### src/sv/rgsr_pkg.sv
package rgsr_pkg;

  localparam int SCALE_FRAC_BITS = 16;
  localparam int DB_FRAC_BITS    = 8;

  localparam int GAIN_W   = 24;
  localparam int DB_W     = 16;
  localparam int PEAK_W   = 20;
  localparam int SC_W     = 32;
  localparam int MODE_W   = 3;

  localparam logic [GAIN_W-1:0] GAIN_MAX = {GAIN_W{1'b1}};
  localparam logic [GAIN_W-1:0] UNITY_GAIN =
    (SCALE_FRAC_BITS >= GAIN_W) ? GAIN_MAX : GAIN_W'(1) << SCALE_FRAC_BITS;

  // log2(10)/20 in Q32
  localparam logic [30:0] LOG2_TEN_Q32 = 31'd713378626;
  localparam int PROD_W    = DB_W + 31;
  localparam int EXP_SPLIT = 32 + DB_FRAC_BITS;
  localparam int N_W       = PROD_W - EXP_SPLIT;

  localparam int MANT_STEPS = 30;
  localparam int MANT_W     = 32;
  localparam logic [MANT_W-1:0] MANT_ONE = MANT_W'(1) << 30;

  // soundcheck: raw at or above this saturates; below it the quotient fits
  localparam longint unsigned SC_SAT_RAW =
    ((64'd1 << GAIN_W) * 64'd1000 - 64'd500 + (64'd1 << SCALE_FRAC_BITS) - 64'd1)
    >> SCALE_FRAC_BITS;
  localparam int SC_M_W          = 31;
  localparam logic [31:0] SC_RECIP = 32'd2199023256;  // ceil(2^38 / 125)
  localparam int SC_RECIP_SHIFT  = 38;
  localparam int SC_PROD_W       = SC_M_W + 32;

  localparam int ONE_W = SCALE_FRAC_BITS + 17;
  localparam logic [ONE_W-1:0] PEAK_ONE = {1'b1, {(SCALE_FRAC_BITS + 16){1'b0}}};
  localparam int DIV_BITS = GAIN_W;
  localparam int LIM_W    = GAIN_W + PEAK_W;

  localparam int LATENCY = 3 + MANT_STEPS + 3;

  typedef enum logic [MODE_W-1:0] {
    MODE_NONE        = 3'd0,
    MODE_VOLUME      = 3'd1,
    MODE_SOUNDCHECK  = 3'd2,
    MODE_TRACK       = 3'd3,
    MODE_TRACK_PEAK  = 3'd4,
    MODE_ALBUM       = 3'd5,
    MODE_ALBUM_PEAK  = 3'd6
  } rgsr_mode_e;

  typedef struct packed {
    logic                volume_present;
    logic [GAIN_W-1:0]   volume_scale;
    logic                soundcheck_present;
    logic [SC_W-1:0]     soundcheck_field;
    logic                track_gain_present;
    logic [DB_W-1:0]     track_gain_db;
    logic                track_peak_present;
    logic [PEAK_W-1:0]   track_peak;
    logic                album_gain_present;
    logic [DB_W-1:0]     album_gain_db;
    logic                album_peak_present;
    logic [PEAK_W-1:0]   album_peak;
  } rgsr_in_t;

  typedef struct packed {
    logic                is_db;
    logic [31:0]         frac;
    logic [N_W-1:0]      n_int;
    logic [MANT_W-1:0]   mant;
    logic [GAIN_W-1:0]   fix_gain;
    logic                limit_en;
    logic [PEAK_W-1:0]   peak;
    logic [ONE_W-1:0]    rem;
    logic [DIV_BITS-1:0] quo;
    logic                div_sat;
  } rgsr_work_t;

  // r_0 = 2.0 in Q30, r_i = isqrt(r_{i-1} << 30); elaboration only
  function automatic logic [MANT_W-1:0] rgsr_root(input int idx);
    logic [63:0] r;
    logic [63:0] v;
    logic [63:0] q;
    logic [63:0] b;
    r = 64'd1 << 31;
    for (int i = 1; i <= idx; i++) begin
      v = r << 30;
      q = '0;
      b = 64'd1 << 62;
      for (int k = 0; k < 32; k++) begin
        if (v >= q + b) begin
          v = v - (q + b);
          q = (q >> 1) + b;
        end else begin
          q = q >> 1;
        end
        b = b >> 2;
      end
      r = q;
    end
    return r[MANT_W-1:0];
  endfunction

endpackage

### src/sv/rgsr_back.sv
module rgsr_back
  import rgsr_pkg::*;
(
  input  logic              clk_i,
  input  logic              rst_ni,
  input  logic              valid_i,
  input  rgsr_work_t        work_i,
  output logic              valid_o,
  output logic [GAIN_W-1:0] gain_o,
  output logic              limited_o
);

  // stage 1: scale the mantissa by 2^(n + frac bits - 30)
  logic signed [N_W+6:0] s_val;
  logic [N_W+6:0]        t_val;
  logic [5:0]            t6;
  logic [63:0]           sum;
  logic [63:0]           shr;
  logic [GAIN_W-1:0]     db_gain;

  always_comb begin
    s_val = (N_W+7)'($signed(work_i.n_int)) + (N_W+7)'(SCALE_FRAC_BITS - 30);
    t_val = -s_val;
    t6    = t_val[5:0];
    sum   = 64'(work_i.mant) + (64'd1 << (t6 - 6'd1));
    shr   = sum >> t6;
    if (!s_val[N_W+6]) begin
      db_gain = GAIN_MAX;
    end else if (t_val > (N_W+7)'(62)) begin
      db_gain = '0;
    end else begin
      db_gain = (shr > 64'(GAIN_MAX)) ? GAIN_MAX : shr[GAIN_W-1:0];
    end
  end

  logic                v1_q, lim1_q, dsat1_q;
  logic [GAIN_W-1:0]   gain1_q;
  logic [PEAK_W-1:0]   peak1_q;
  logic [DIV_BITS-1:0] quo1_q;

  always_ff @(posedge clk_i or negedge rst_ni) begin
    if (!rst_ni) begin
      v1_q <= 1'b0;
    end else begin
      v1_q <= valid_i;
    end
  end

  always_ff @(posedge clk_i) begin
    gain1_q <= work_i.is_db ? db_gain : work_i.fix_gain;
    lim1_q  <= work_i.limit_en;
    dsat1_q <= work_i.div_sat;
    peak1_q <= work_i.peak;
    quo1_q  <= work_i.quo;
  end

  // stage 2: gain times peak
  logic                v2_q, lim2_q, dsat2_q;
  logic [GAIN_W-1:0]   gain2_q;
  logic [LIM_W-1:0]    prod2_q;
  logic [DIV_BITS-1:0] quo2_q;

  always_ff @(posedge clk_i or negedge rst_ni) begin
    if (!rst_ni) begin
      v2_q <= 1'b0;
    end else begin
      v2_q <= v1_q;
    end
  end

  always_ff @(posedge clk_i) begin
    gain2_q <= gain1_q;
    lim2_q  <= lim1_q;
    dsat2_q <= dsat1_q;
    quo2_q  <= quo1_q;
    prod2_q <= LIM_W'(gain1_q) * LIM_W'(peak1_q);
  end

  // stage 3: clip to 1/peak when limiting is on and gain*peak exceeds unity
  logic              over;
  logic              v3_q, lim3_q;
  logic [GAIN_W-1:0] gain3_q;

  assign over = lim2_q && (prod2_q > LIM_W'(PEAK_ONE));

  always_ff @(posedge clk_i or negedge rst_ni) begin
    if (!rst_ni) begin
      v3_q   <= 1'b0;
      lim3_q <= 1'b0;
    end else begin
      v3_q   <= v2_q;
      lim3_q <= v2_q && over;
    end
  end

  always_ff @(posedge clk_i) begin
    gain3_q <= over ? (dsat2_q ? GAIN_MAX : quo2_q) : gain2_q;
  end

  assign valid_o   = v3_q;
  assign gain_o    = gain3_q;
  assign limited_o = lim3_q;

endmodule

### config.mk
export PLATFORM = sky130hd
export DESIGN_NAME = rgsr_back
export DESIGN_NICKNAME = d
export VERILOG_FILES = /design/src/sv/rgsr_pkg.sv /design/src/sv/rgsr_back.sv
export SDC_FILE = /design/constraint.sdc
export NUM_CORES = 2
export LEC_CHECK = 0
export ABC_CLOCK_PERIOD_IN_PS = 10000
export BUFFER_PORTS_ARGS = -buffer_cell sky130_fd_sc_hd__buf_4
export CORE_UTILIZATION = 36
export DETAILED_ROUTE_END_ITERATION = 6
export PLACE_DENSITY = 0.63
export SLEW_MARGIN = 5
export SYNTH_ARGS = -nofsm -noshare
export SYNTH_HDL_FRONTEND = slang
export SYNTH_SLANG_ARGS = --single-unit
### constraint.sdc
create_clock -name clk_i -period 10 [get_ports clk_i]
set_clock_uncertainty 0.2 [all_clocks]
set_input_delay 2 -clock clk_i [delete_from_list [all_inputs] [get_ports clk_i]]
set_output_delay 2 -clock clk_i [all_outputs]
set_load 0.05 [all_outputs]
==> results.sh <==
export IMPL_tritoncts="done"
export IMPL_reg2reg_depth=26
export IMPL_cts_sinks=192
export IMPL_fp_dieArea_mm2=0.0742
export IMPL_clkTransAtPathRegs_ns=0.09
export IMPL_clock_path_buffers=2
export IMPL_nets=3871
export IMPL_worstPathMaxFanout=46
export IMPL_slowest_stage="ha_2"
export IMPL_synthFlopType="dfxtp_1"
export IMPL_grt_usage_pct=21.2
export IMPL_layout_drive_gt1_share_pct=9.81
export IMPL_finalWirelength_mm=77.0
export IMPL_antenna_left=0
export IMPL_holdPathStages=0
export IMPL_core_mm2=0.0720
export IMPL_status="completed"
export IMPL_synth_nets=3832
export IMPL_max_freq_ghz=0.113
export IMPL_fillers=7272
export IMPL_worstPathArrival_ns=8.98
export IMPL_dp_hpwl_mm=59.7
export IMPL_crit_path_max_incr_delay_ns=0.54
export IMPL_viasPerCell=5.33
export IMPL_num_vias=21700
export IMPL_grt_pass1_wl_mm=123
export IMPL_initial_utilization_pct=36.6
export IMPL_antenna_found_initial=3
export IMPL_die_height_um=272
export IMPL_synth_seq_area_share_pct=14.7
export IMPL_gr_total_overflow=0
export IMPL_worst_pin_slew_ns=1.24
export IMPL_synth_most_common_cell="nand2_1"
export IMPL_period_needed_ns=8.87
export IMPL_htreeDepth=4
export IMPL_rsz0062_at_grt="no"
export IMPL_postCtsSetupBuffers=0
export IMPL_synth_async_sr_flop_share_pct=2.08
export IMPL_tns_ns=0
export IMPL_required_ns=10.11
export IMPL_yosysWarnings=0
export IMPL_synth_top_area_share_pct=29.9
export IMPL_hold_violations=0
export IMPL_maxSlewViolCount=0
export IMPL_io_buffers=138
export IMPL_relSlewSlack_pct=16.9
export IMPL_startpoint_type="primary input"
export IMPL_first_global_vias=21700
export IMPL_wl_per_cell_um=18.9
export IMPL_first_pass_iters=5
export IMPL_rows=98
export IMPL_synth_avg_cell_area_um2=8.58
export IMPL_synth_common_cells="444 x nand2_1, 425 x inv_1, 393 x fa_1"
export IMPL_drv_cap=0
export IMPL_path_cells="buf_4 -> inv_1 -> ha_2 -> nand2b_1 -> nor2_2 -> xnor2_1 -> and2_1 -> nand2_1 -> nor2_1 -> ha_1 -> o211ai_1 -> o211ai_2 -> a31o_1 -> and3_1 -> or4_1 -> and3_4 -> mux4_2 -> nor2b_1 -> a221oi_2 -> nand3_1 -> o32a_4 -> nor2_8 -> a311oi_1"
export IMPL_worstSetupPathType="in -> reg"
export IMPL_yosys_area_top_type="fa_1"
export IMPL_hold_path_class="reg -> reg"
export IMPL_drt_iter0_markers=2055
export IMPL_synth_distinct_cells=93
export IMPL_die_x_um=272
export IMPL_insertion_delay_ns=0.46
export IMPL_synth_edf_count=0
export IMPL_drc_errors=0
export IMPL_area_delta_synth_final_pct=10.3
export IMPL_cts_resized=0
export IMPL_ys_ff_latch=192
export IMPL_io_pins=204
export IMPL_fin_crit_sh_pct=88.7
export IMPL_place_congestion=0.943
export IMPL_endpoint_kind="register"
export IMPL_syn_cell_area_mm2=0.0263
export IMPL_report_final_setup_viol=0
export IMPL_synthTopCellsByArea="fa_1 30%, dfxtp_1 14%, ha_1 9.2%, nand2_1 6.3%, inv_1 6.1%"
export IMPL_cts_hold_buffers=0
export IMPL_syn_instance_count=3068
export IMPL_grt_max_degree=63
export IMPL_root_buffer="clkbuf_16"
export IMPL_cts_made_buffers=17
-- layout by cell type (no fill, tap or decap), types with 14 or more instances in the layout --
cell type / n
a211oi_1: 24
a21o_1: 37
a21oi_1: 112
a31oi_1: 32
and2_1: 206
and3_1: 27
buf_4: 205
clkbuf_16: 17
dfxtp_1: 188
fa_1: 393
ha_1: 192
inv_1: 425
mux2_2: 17
mux2i_1: 38
nand2_1: 444
nand2b_1: 15
nand3_1: 46
nand4_1: 16
nor2_1: 160
nor3_1: 37
nor4_1: 20
o211ai_1: 25
o21a_1: 17
o21ai_0: 118
o31ai_1: 14
xnor2_1: 51
xor2_1: 26
-- layout make-up --
cell class | count | area (um2) | area share [%]
multi-input combinational | 2266 | 20200 | 69.6
sequential | 192 | 3860 | 13.3
inverter | 425 | 1600 | 5.49
timing repair buffer | 205 | 1540 | 5.30
tap | 950 | 1190 | 4.09
clock buffer | 18 | 429 | 1.48
clock inverter | 14 | 204 | 0.702
antenna | 2 | 5.00 | 0.0172
-- state kept, by name, summed over array words and instances (netlist names), 20 cells and up --
signal and cells:
gain1_q 24, peak1_q 20, quo2_q 24, gain_o 24, quo1_q 24, gain2_q 24, prod2_q 44
-- worst max-delay path: cells and delay by family --
family,cells,cell delay [ns]
adder cells (fa/ha/maj),2,0.85
buffers and inverters,2,0.57
XOR/XNOR,1,0.51
AO/OA/AOI/OAI,6,1.55
AND/OR/NAND/NOR,11,2.98
multiplexers,1,0.51
-- worst paths after layout --
kind / slack [ns] / endpoint / startpoint
worst min register to register: 0.13 / quo2_q[4] / quo1_q[4]
worst max-delay path: 1.13 / gain1_q[7] / work_i[135]
min in group asynchronous: 1.13 / v1_q / rst_ni
max in group asynchronous: 8.37 / limited_o / rst_ni
worst min-delay path: 0.13 / quo2_q[4] / quo1_q[4]
worst max register to register: 1.47 / prod2_q[40] / gain1_q[5]
-- stage by stage --
step                      hold slack [ns]  cells  utilization (%)  instance area [um2]  worst slack, ns
after CTS                           0.128   4070             40.4                29000             1.28
after floorplan                     0.110   3068                -                26300            0.265
after detailed placement            0.112   4038             39.5                28400            0.771
final                               0.128   4072             40.4                29000             1.13
after global placement              0.110   4038             39.5                28400            0.851
after global routing                0.130   4072             40.4                29000            0.686
-- logic make-up (layout without fill, tap and decap cells) --
family	count (synthesis)	in the layout	share of synthesized area (%)
AO/OA/AOI/OAI	521	521	13.5
XOR/XNOR	85	85	2.98
adder cells (fa/ha/maj)	586	586	39.0
buffers and inverters	610	662	8.79
flip-flops	192	192	14.7
multiplexers	64	64	2.91
other	0	2	0
AND/OR/NAND/NOR	1010	1010	18.1
-- per-layer routing --
layer  routed length [um]  vias up  global-route usage [%]
met3                 5770      129                    3.68
met4                 2200        2                    6.77
li1                     -    10000                       -
met5                    8        -                       0
met2                35400      857                    34.3
met1                33600    10700                    28.7
Power is not shown: default switching activity piles up to over one toggle a cycle in this logic, so the estimate is an artifact.
